$ cat config.mk
export PLATFORM = sky130hd
export DESIGN_NAME = polyline_rect_clipper_top
export DESIGN_NICKNAME = d
export VERILOG_FILES = /design/src/rtl/prc_pkg.sv /design/src/rtl/prc_mdu.sv /design/src/rtl/polyline_rect_clipper_top.sv
export SDC_FILE = /design/constraint.sdc
export NUM_CORES = 2
export LEC_CHECK = 0
export BUFFER_PORTS_ARGS = -buffer_cell sky130_fd_sc_hd__buf_4
export CAP_MARGIN = 20
export CORE_ASPECT_RATIO = 0.9
export CORE_MARGIN = 3
export CORE_UTILIZATION = 45
export DETAILED_ROUTE_END_ITERATION = 8
export SLEW_MARGIN = 20
export SYNTH_ARGS = -nofsm -noshare
export SYNTH_HDL_FRONTEND = slang
export SYNTH_SLANG_ARGS = --single-unit
export TNS_END_PERCENT = 100
$ cat constraint.sdc
create_clock -name clk -period 11.6 [get_ports clk]
set_input_delay 0.58 -clock clk [delete_from_list [all_inputs] [get_ports clk]]
set_output_delay 0.58 -clock clk [all_outputs]
set_load 0.02 [all_outputs]
$ cat src/rtl/prc_pkg.sv
`timescale 1ns / 1ps
package prc_pkg;

  localparam int COORD_W = 32;
  localparam int T_FRAC  = 24;
  localparam int DW      = COORD_W + 1;
  localparam int UW      = T_FRAC + 1;
  localparam int QW      = T_FRAC + 2;
  localparam int TW      = T_FRAC + 3;
  localparam int AW      = COORD_W + T_FRAC + 2;

  localparam logic [1:0] REG_LEFT   = 2'd0;
  localparam logic [1:0] REG_RIGHT  = 2'd1;
  localparam logic [1:0] REG_BOTTOM = 2'd2;
  localparam logic [1:0] REG_TOP    = 2'd3;

  typedef struct packed {
    logic signed [COORD_W-1:0] coord_x;
    logic signed [COORD_W-1:0] coord_y;
    logic                      is_break;
  } prc_in_t;

  typedef struct packed {
    logic signed [COORD_W-1:0] point_x;
    logic signed [COORD_W-1:0] point_y;
    logic                      gap_marker;
    logic                      run_last;
  } prc_out_t;

  typedef enum logic {
    OP_DIV = 1'b0,
    OP_MUL = 1'b1
  } prc_op_t;

  typedef struct packed {
    logic    start;
    prc_op_t op;
  } prc_req_t;

  function automatic logic [DW-1:0] mag(input logic [DW-1:0] v);
    return v[DW-1] ? (~v + 1'b1) : v;
  endfunction

endpackage

$ cat src/rtl/prc_mdu.sv
`timescale 1ns / 1ps
module prc_mdu import prc_pkg::*; (
  input  logic           clk,
  input  logic           rst_n,
  input  prc_req_t       req_i,
  input  logic [DW-1:0]  a_i,
  input  logic [DW-1:0]  b_i,
  input  logic [UW-1:0]  u_i,
  output logic           done_o,
  output logic [QW-1:0]  quo_o,
  output logic [DW-1:0]  prod_o
);

  typedef enum logic [6:0] {
    M_IDLE = 7'b0000001,
    M_DPRE = 7'b0000010,
    M_DINT = 7'b0000100,
    M_DIV  = 7'b0001000,
    M_MUL  = 7'b0010000,
    M_RND  = 7'b0100000,
    M_DONE = 7'b1000000
  } mdu_st_t;

  mdu_st_t         st_r, st_nxt;
  logic [AW-1:0]   acc_r, acc_nxt;
  logic [QW-1:0]   quo_r, quo_nxt;
  logic [DW-1:0]   a_r, a_nxt, b_r, b_nxt;
  logic [UW-1:0]   u_r, u_nxt;
  logic [4:0]      cnt_r, cnt_nxt;

  logic [AW-1:0]   add_a, add_b;
  logic            sub;
  logic [AW:0]     sum;
  logic            ge;

  // single shared adder / subtractor
  always_comb begin
    add_a = '0;
    add_b = '0;
    sub   = 1'b1;
    case (st_r)
      M_DPRE: begin
        add_a = AW'(a_r);
        add_b = AW'(b_r) << 1;
      end
      M_DINT: begin
        add_a = AW'(a_r);
        add_b = AW'(b_r);
      end
      M_DIV: begin
        add_a = acc_r << 1;
        add_b = AW'(b_r);
      end
      M_MUL: begin
        add_a = acc_r << 1;
        add_b = u_r[UW-1] ? AW'(a_r) : '0;
        sub   = 1'b0;
      end
      M_RND: begin
        add_a = acc_r;
        add_b = AW'(1) << (T_FRAC - 1);
        sub   = 1'b0;
      end
      default: begin
        add_a = '0;
      end
    endcase
    sum = {1'b0, add_a} + {1'b0, (sub ? ~add_b : add_b)} + (AW+1)'(sub);
    ge  = sum[AW];
  end

  always_comb begin
    st_nxt  = st_r;
    acc_nxt = acc_r;
    quo_nxt = quo_r;
    a_nxt   = a_r;
    b_nxt   = b_r;
    u_nxt   = u_r;
    cnt_nxt = cnt_r;
    case (st_r)
      M_IDLE: begin
        if (req_i.start) begin
          a_nxt   = a_i;
          b_nxt   = b_i;
          u_nxt   = u_i;
          acc_nxt = '0;
          cnt_nxt = '0;
          st_nxt  = (req_i.op == OP_MUL) ? M_MUL : M_DPRE;
        end
      end
      M_DPRE: begin
        if (ge) begin
          quo_nxt = QW'(2) << T_FRAC;
          st_nxt  = M_DONE;
        end else begin
          st_nxt = M_DINT;
        end
      end
      M_DINT: begin
        if (ge) begin
          acc_nxt = sum[AW-1:0];
          quo_nxt = QW'(1);
        end else begin
          acc_nxt = AW'(a_r);
          quo_nxt = '0;
        end
        cnt_nxt = '0;
        st_nxt  = M_DIV;
      end
      M_DIV: begin
        if (ge) begin
          acc_nxt = sum[AW-1:0];
          quo_nxt = {quo_r[QW-2:0], 1'b1};
        end else begin
          acc_nxt = acc_r << 1;
          quo_nxt = {quo_r[QW-2:0], 1'b0};
        end
        cnt_nxt = cnt_r + 5'd1;
        if (cnt_r == 5'(T_FRAC - 1)) st_nxt = M_DONE;
      end
      M_MUL: begin
        acc_nxt = sum[AW-1:0];
        u_nxt   = u_r << 1;
        cnt_nxt = cnt_r + 5'd1;
        if (cnt_r == 5'(UW - 1)) st_nxt = M_RND;
      end
      M_RND: begin
        acc_nxt = sum[AW-1:0];
        st_nxt  = M_DONE;
      end
      M_DONE: begin
        st_nxt = M_IDLE;
      end
      default: begin
        st_nxt = M_IDLE;
      end
    endcase
  end

  always_ff @(posedge clk) begin
    if (!rst_n) begin
      st_r <= M_IDLE;
    end else begin
      st_r <= st_nxt;
    end
    acc_r <= acc_nxt;
    quo_r <= quo_nxt;
    a_r   <= a_nxt;
    b_r   <= b_nxt;
    u_r   <= u_nxt;
    cnt_r <= cnt_nxt;
  end

  assign done_o = (st_r == M_DONE);
  assign quo_o  = quo_r;
  assign prod_o = acc_r[T_FRAC +: DW];

endmodule

$ cat src/rtl/polyline_rect_clipper_top.sv
`timescale 1ns / 1ps
// Channel  Dir  Handshake            Payload
// in_      in   in_valid/in_ready    prc_in_t  (coord_x, coord_y, is_break)
// out_     out  out_valid/out_ready  prc_out_t (point_x, point_y, gap_marker, run_last)
// cfg_     in   cfg_wr_en            cfg_index, cfg_wdata
//
// A segment holds the input off after its transfer: up to four clip-parameter divisions and
// four end-point multiplies on the one shared shift/add unit, a check of the clipped range
// and up to three output items. A rejected edge or a saturated ratio ends sooner. Items that
// form no segment leave the input ready.
// Synchronous active-low reset clears the sequencers and control registers, not the datapath.
// One output register: the next item is taken while the last point awaits transfer.
module polyline_rect_clipper_top import prc_pkg::*; (
  input  logic                clk,
  input  logic                rst_n,
  input  logic                in_valid,
  output logic                in_ready,
  input  prc_in_t             in_data,
  output logic                out_valid,
  input  logic                out_ready,
  output prc_out_t            out_data,
  input  logic                cfg_wr_en,
  input  logic [1:0]          cfg_index,
  input  logic [COORD_W-1:0]  cfg_wdata
);

  typedef enum logic [8:0] {
    S_IDLE = 9'b000000001,
    S_EDGE = 9'b000000010,
    S_DIVW = 9'b000000100,
    S_FIN  = 9'b000001000,
    S_MST  = 9'b000010000,
    S_MULW = 9'b000100000,
    S_GAP  = 9'b001000000,
    S_P1   = 9'b010000000,
    S_P2   = 9'b100000000
  } seq_st_t;

  seq_st_t                    st_r, st_nxt;
  logic signed [COORD_W-1:0]  left_r, right_r, bottom_r, top_r;
  logic signed [COORD_W-1:0]  prev_x_r, prev_x_nxt, prev_y_r, prev_y_nxt;
  logic signed [COORD_W-1:0]  start_x_r, start_x_nxt, start_y_r, start_y_nxt;
  logic                       have_prev_r, have_prev_nxt;
  logic [1:0]                 pcnt_r, pcnt_nxt;
  logic                       any_r, any_nxt;
  logic signed [COORD_W-1:0]  x1_r, x1_nxt, y1_r, y1_nxt, x2_r, x2_nxt, y2_r, y2_nxt;
  logic [1:0]                 edge_r, edge_nxt;
  logic signed [TW-1:0]       u1_r, u1_nxt, u2_r, u2_nxt;
  logic [1:0]                 j_r, j_nxt;
  logic [COORD_W-1:0]         pts_r [4];
  logic [COORD_W-1:0]         pts_nxt [4];
  logic                       out_valid_r, out_valid_nxt;
  prc_out_t                   out_data_r, out_data_nxt;

  logic signed [DW-1:0]       dx, dy, p, q, md;
  logic                       p_zero, in_fire, slot_free, load;
  prc_out_t                   ld_data;
  logic signed [TW-1:0]       t_mag, t, mu;
  logic [COORD_W-1:0]         mbase, newc;
  prc_req_t                   req;
  logic [DW-1:0]              ua;
  logic                       mdone;
  logic [QW-1:0]              quo;
  logic [DW-1:0]              prod;

  assign dx = DW'(x2_r) - DW'(x1_r);
  assign dy = DW'(y2_r) - DW'(y1_r);

  always_comb begin
    case (edge_r)
      2'd0: begin
        p = -dx;
        q = DW'(x1_r) - DW'(left_r);
      end
      2'd1: begin
        p = dx;
        q = DW'(right_r) - DW'(x1_r);
      end
      2'd2: begin
        p = -dy;
        q = DW'(y1_r) - DW'(bottom_r);
      end
      default: begin
        p = dy;
        q = DW'(top_r) - DW'(y1_r);
      end
    endcase
  end

  assign p_zero = (p == '0);
  assign t_mag  = $signed({1'b0, quo});
  assign t      = (q[DW-1] ^ p[DW-1]) ? -t_mag : t_mag;

  assign md    = j_r[0] ? dy : dx;
  assign mbase = j_r[0] ? y1_r : x1_r;
  assign mu    = j_r[1] ? u2_r : u1_r;
  assign newc  = md[DW-1] ? (mbase - prod[COORD_W-1:0]) : (mbase + prod[COORD_W-1:0]);

  assign req.start = ((st_r == S_EDGE) && !p_zero) || (st_r == S_MST);
  assign req.op    = (st_r == S_MST) ? OP_MUL : OP_DIV;
  assign ua        = (st_r == S_MST) ? mag(md) : mag(q);

  prc_mdu u_mdu (
    .clk    (clk),
    .rst_n  (rst_n),
    .req_i  (req),
    .a_i    (ua),
    .b_i    (mag(p)),
    .u_i    (mu[UW-1:0]),
    .done_o (mdone),
    .quo_o  (quo),
    .prod_o (prod)
  );

  assign in_ready  = (st_r == S_IDLE);
  assign in_fire   = in_valid && in_ready;
  assign slot_free = !out_valid_r || out_ready;

  always_comb begin
    st_nxt        = st_r;
    prev_x_nxt    = prev_x_r;
    prev_y_nxt    = prev_y_r;
    start_x_nxt   = start_x_r;
    start_y_nxt   = start_y_r;
    have_prev_nxt = have_prev_r;
    pcnt_nxt      = pcnt_r;
    any_nxt       = any_r;
    x1_nxt        = x1_r;
    y1_nxt        = y1_r;
    x2_nxt        = x2_r;
    y2_nxt        = y2_r;
    edge_nxt      = edge_r;
    u1_nxt        = u1_r;
    u2_nxt        = u2_r;
    j_nxt         = j_r;
    pts_nxt       = pts_r;
    load          = 1'b0;
    ld_data       = '0;
    case (st_r)
      S_IDLE: begin
        if (in_fire) begin
          x1_nxt   = prev_x_r;
          y1_nxt   = prev_y_r;
          edge_nxt = 2'd0;
          u1_nxt   = '0;
          u2_nxt   = TW'(1) << T_FRAC;
          if (in_data.is_break) begin
            x2_nxt = start_x_r;
            y2_nxt = start_y_r;
            if (pcnt_r == 2'd2 && !(prev_x_r == start_x_r && prev_y_r == start_y_r))
              st_nxt = S_EDGE;
            have_prev_nxt = 1'b0;
            pcnt_nxt      = 2'd0;
          end else begin
            x2_nxt = in_data.coord_x;
            y2_nxt = in_data.coord_y;
            if (have_prev_r) st_nxt = S_EDGE;
            prev_x_nxt    = in_data.coord_x;
            prev_y_nxt    = in_data.coord_y;
            have_prev_nxt = 1'b1;
            if (pcnt_r == 2'd0) begin
              start_x_nxt = in_data.coord_x;
              start_y_nxt = in_data.coord_y;
            end
            if (pcnt_r != 2'd2) pcnt_nxt = pcnt_r + 2'd1;
          end
        end
      end
      S_EDGE: begin
        if (p_zero) begin
          if (q[DW-1]) st_nxt = S_IDLE;
          else if (edge_r == 2'd3) st_nxt = S_FIN;
          else edge_nxt = edge_r + 2'd1;
        end else begin
          st_nxt = S_DIVW;
        end
      end
      S_DIVW: begin
        if (mdone) begin
          if ((p[DW-1] && t > u2_r) || (!p[DW-1] && t < u1_r)) begin
            st_nxt = S_IDLE;
          end else begin
            if (p[DW-1] && t > u1_r) u1_nxt = t;
            if (!p[DW-1] && t < u2_r) u2_nxt = t;
            if (edge_r == 2'd3) begin
              st_nxt = S_FIN;
            end else begin
              edge_nxt = edge_r + 2'd1;
              st_nxt   = S_EDGE;
            end
          end
        end
      end
      S_FIN: begin
        if (u1_r > u2_r) begin
          st_nxt = S_IDLE;
        end else begin
          j_nxt  = 2'd0;
          st_nxt = S_MST;
        end
      end
      S_MST: begin
        st_nxt = S_MULW;
      end
      S_MULW: begin
        if (mdone) begin
          pts_nxt[j_r] = newc;
          if (j_r == 2'd3) begin
            st_nxt = any_r ? S_GAP : S_P1;
          end else begin
            j_nxt  = j_r + 2'd1;
            st_nxt = S_MST;
          end
        end
      end
      S_GAP: begin
        if (slot_free) begin
          load               = 1'b1;
          ld_data.gap_marker = 1'b1;
          st_nxt             = S_P1;
        end
      end
      S_P1: begin
        if (slot_free) begin
          load            = 1'b1;
          ld_data.point_x = pts_r[0];
          ld_data.point_y = pts_r[1];
          st_nxt          = S_P2;
        end
      end
      S_P2: begin
        if (slot_free) begin
          load             = 1'b1;
          ld_data.point_x  = pts_r[2];
          ld_data.point_y  = pts_r[3];
          ld_data.run_last = 1'b1;
          any_nxt          = 1'b1;
          st_nxt           = S_IDLE;
        end
      end
      default: begin
        st_nxt = S_IDLE;
      end
    endcase
    out_valid_nxt = load ? 1'b1 : (out_ready ? 1'b0 : out_valid_r);
    out_data_nxt  = load ? ld_data : out_data_r;
  end

  always_ff @(posedge clk) begin
    if (!rst_n) begin
      st_r        <= S_IDLE;
      left_r      <= '0;
      right_r     <= '0;
      bottom_r    <= '0;
      top_r       <= '0;
      prev_x_r    <= '0;
      prev_y_r    <= '0;
      start_x_r   <= '0;
      start_y_r   <= '0;
      have_prev_r <= 1'b0;
      pcnt_r      <= 2'd0;
      any_r       <= 1'b0;
      out_valid_r <= 1'b0;
    end else begin
      st_r        <= st_nxt;
      prev_x_r    <= prev_x_nxt;
      prev_y_r    <= prev_y_nxt;
      start_x_r   <= start_x_nxt;
      start_y_r   <= start_y_nxt;
      have_prev_r <= have_prev_nxt;
      pcnt_r      <= pcnt_nxt;
      any_r       <= any_nxt;
      out_valid_r <= out_valid_nxt;
      if (cfg_wr_en) begin
        case (cfg_index)
          REG_LEFT:   left_r   <= cfg_wdata;
          REG_RIGHT:  right_r  <= cfg_wdata;
          REG_BOTTOM: bottom_r <= cfg_wdata;
          REG_TOP:    top_r    <= cfg_wdata;
          default:    left_r   <= left_r;
        endcase
      end
    end
    x1_r       <= x1_nxt;
    y1_r       <= y1_nxt;
    x2_r       <= x2_nxt;
    y2_r       <= y2_nxt;
    edge_r     <= edge_nxt;
    u1_r       <= u1_nxt;
    u2_r       <= u2_nxt;
    j_r        <= j_nxt;
    pts_r      <= pts_nxt;
    out_data_r <= out_data_nxt;
  end

  assign out_valid = out_valid_r;
  assign out_data  = out_data_r;

endmodule

==> impl_metrics.ini <==
[clocking]
cts_made_buffers = 92
cts_resized = 0
cts_num_sinks = 837
cts_tree = built
holdBufCountCts = 0
cts-root-buf = clkbuf_16
clk_pin_slew_ns = 0.06
max-clock-path-buffers = 3
post_cts_buffers = 0
clock_latency_ns = 0.73
cts_max_level = 3

[global_routing]
grtUsageMet3_pct = 5.125
track_usage_pct = 30.02
met2_usage_pct = 45.54
grt_use_met1_pct = 42.87
overflow = 0
grt_max_degree = 229
grt_pass1_wl_um = 303900
grt_pass1_vias = 47460
antenna_found_initial = 7
grt.busiest_layer = met2

[power_and_ir_drop]
power_density_nw_per_um2 = 302.5
irDropWorstVdd_v = 0.0001473
leakagePower_nw = 24.67

[die]
io_pins = 172
die_area_sq_um = 133000
rows = 124
dieWidth_um = 384.1
die_h_um = 346.3
start_util_pct = 45.46
core_region_area_sq_um = 127400

[synth]
synthTopCellsByArea = edfxtp_1, dfxtp_1, ha_1
syn_area_per_cell_sq_um = 8.991
yosys_most_used_dff = edfxtp_1
synth_most_common_cell = nand2_1
synth_edf_count = 560
ys_top_cells_by_count = nand2_1, edfxtp_1, nor2_1, ha_1, a21oi_1
synth_seq_cells = 837
yosys_warnings = 0
synth_fp_nets = 6932
yosysSeqAreaShare_pct = 38.62
yosysTopAreaCell = edfxtp_1
syn_inst = 6441
synth_cell_type_count = 101
synth_top_area_share_pct = 29.04
syn_area_sq_um = 57910
ys_async_sr_fraction_pct = 0

[min_path]
hold_start = cfg_wdata[1]
whs_endpoint = top_r[1]
hold_path.class = input pin to flip-flop
hold_depth = 3

[sta]
slew_viol_final = 0
fin_crit_sh_pct = 82.77
max_freq_mhz = 104.2
period_minus_slack_ns = 9.601
tightest_slew_ns = 1.367
maxSlewHeadroom_pct = 8.850
setup_tns_ns = 0
rsz0062_at_grt = no
skew_ns = 0.04405
setup_viol = 0
hold_viol = 0

[worst_setup_path]
path_class = flip-flop to flip-flop
arrival_ns = 9.94
path_buf_inv = 2
cp_slowest_stage_delay_ns = 0.73
reg2reg_depth = 31
cp.required_ns = 11.93
crit_fanout = 28
r2r-start = y1_r[1]
critPathTopFamily = compound AO/OA/AOI/OAI gates
critPathLaunchType = flip-flop
r2r_setup_slack_ns = 2.00
crit_slowest_cell = mux2i_1
cpMostUsedCell = o21a_1
r2r_end = edge_r[0]
end_kind = flip-flop

[placed_design]
io_buffers = 171
routabilityCongestion = 0.9721
dp.final_hpwl_um = 156900
placed_area_sq_um = 60870

[routing]
wl_um = 204700
dr_total_vias = 50190
drc_errors = 0
dr.pass1.iters = 7
drtAntennaViolNets = 0
first_iter_violations = 5060
routedWlPerCell_um = 24.80
vias_per_cell = 6.082

[finish]
fin_area_sq_um = 64030
nNetsFinal = 6960
syn2layout_area_growth_pct = 10.57
drive_above_1_share_pct = 8.874

[status]
status = finished, final reports clean

[flow_run]
cap_violations = 0
## sequential cells by signal (all words and copies together) (netlist names), 33 cells and up
register / count
out_data: 66
pts_r: 128
u_mdu.a_r: 33
u_mdu.acc_r: 58
u_mdu.b_r: 33
## worst register-to-register path: cells and delay by family, from the launching register on
family / cells / cell delay (ns)
muxes: 2 / 1.00
adders and majority gates: 2 / 0.62
DFF: 1 / 0.55
AOI/OAI and AO/OA: 18 / 5.08
and+or+nand+nor: 7 / 1.47
buffers and inverters: 2 / 0.49
## metrics by stage
| step | utilization, % | total power [mW] | hold slack, ns | setup slack, ns | std cells |
|---|---|---|---|---|---|
| floorplan | - | 12.45 | 0.4403 | 2.463 | 6441 |
| global placement | 47.78 | 16.04 | 0.4531 | 2.390 | 8072 |
| detailed placement | 47.79 | 16.09 | 0.4579 | 2.194 | 8073 |
| CTS | 50.21 | 19.18 | 0.08997 | 2.068 | 8245 |
| global route | 50.26 | 20.61 | 0.1227 | 1.422 | 8249 |
| finish | 50.27 | 19.37 | 0.1445 | 1.999 | 8252 |
## layout make-up
type	count	area, sq um
diodes	4	10.01
clock buffers	123	2520
clock inverters	49	570.5
fillers	12050	63350
inverters	332	1246
multi-input cells	4947	33200
flip-flops and latches	837	22360
well taps	1701	2128
repair buffers	259	1996
## layer usage
metal,routed length (um),up-vias
met2,88920,1865
met5,0,-
met4,7847,0
met1,92260,24290
li1,-,23740
met3,15650,294
## where the power goes
part / internal (mW) / total [mW] / switching [mW]
logic: 4.21 / 11.8 / 7.64
registers: 4.13 / 4.49 / 0.365
clock network: 1.73 / 3.03 / 1.30
total: 10.1 / 19.4 / 9.30
## worst max-delay path by stage
stage / from / to / slack (ns) / cells after the start
floorplan: x2_r[0] / u1_r[0] / 2.46 / 35
global placement: y1_r[0] / u2_r[15] / 2.39 / 35
detailed placement: y1_r[1] / edge_r[1] / 2.19 / 31
CTS: y1_r[1] / edge_r[0] / 2.07 / 31
global route: y1_r[1] / edge_r[0] / 1.42 / 31
finish: y1_r[1] / edge_r[0] / 2.00 / 31
## cells in the final DEF (no fill, tap or decap), types with 189 or more instances in the layout
cell	synthesis	final
a21oi_1	356	354
inv_1	329	328
buf_4	3	253
o21ai_0	353	338
nor2_1	385	379
xnor2_1	270	270
nand2_1	930	927
edfxtp_1	560	560
a21boi_0	267	267
a21o_1	189	189
dfxtp_1	277	277
ha_1	379	379
## logic make-up (layout without fill, tap and decap cells)
kind of cell | count (synthesis) | count (layout) | share of synthesized area (%)
buffers and inverters | 657 | 763 | 4.313
AOI/OAI and AO/OA | 1932 | 1932 | 22.80
DFF | 837 | 837 | 38.62
other | 0 | 4 | 0
xor gates and xnor gates | 405 | 405 | 6.125
and+or+nand+nor | 2073 | 2073 | 16.78
muxes | 150 | 150 | 2.904
adders and majority gates | 387 | 387 | 8.465
Power figures use the tool's default switching activity.
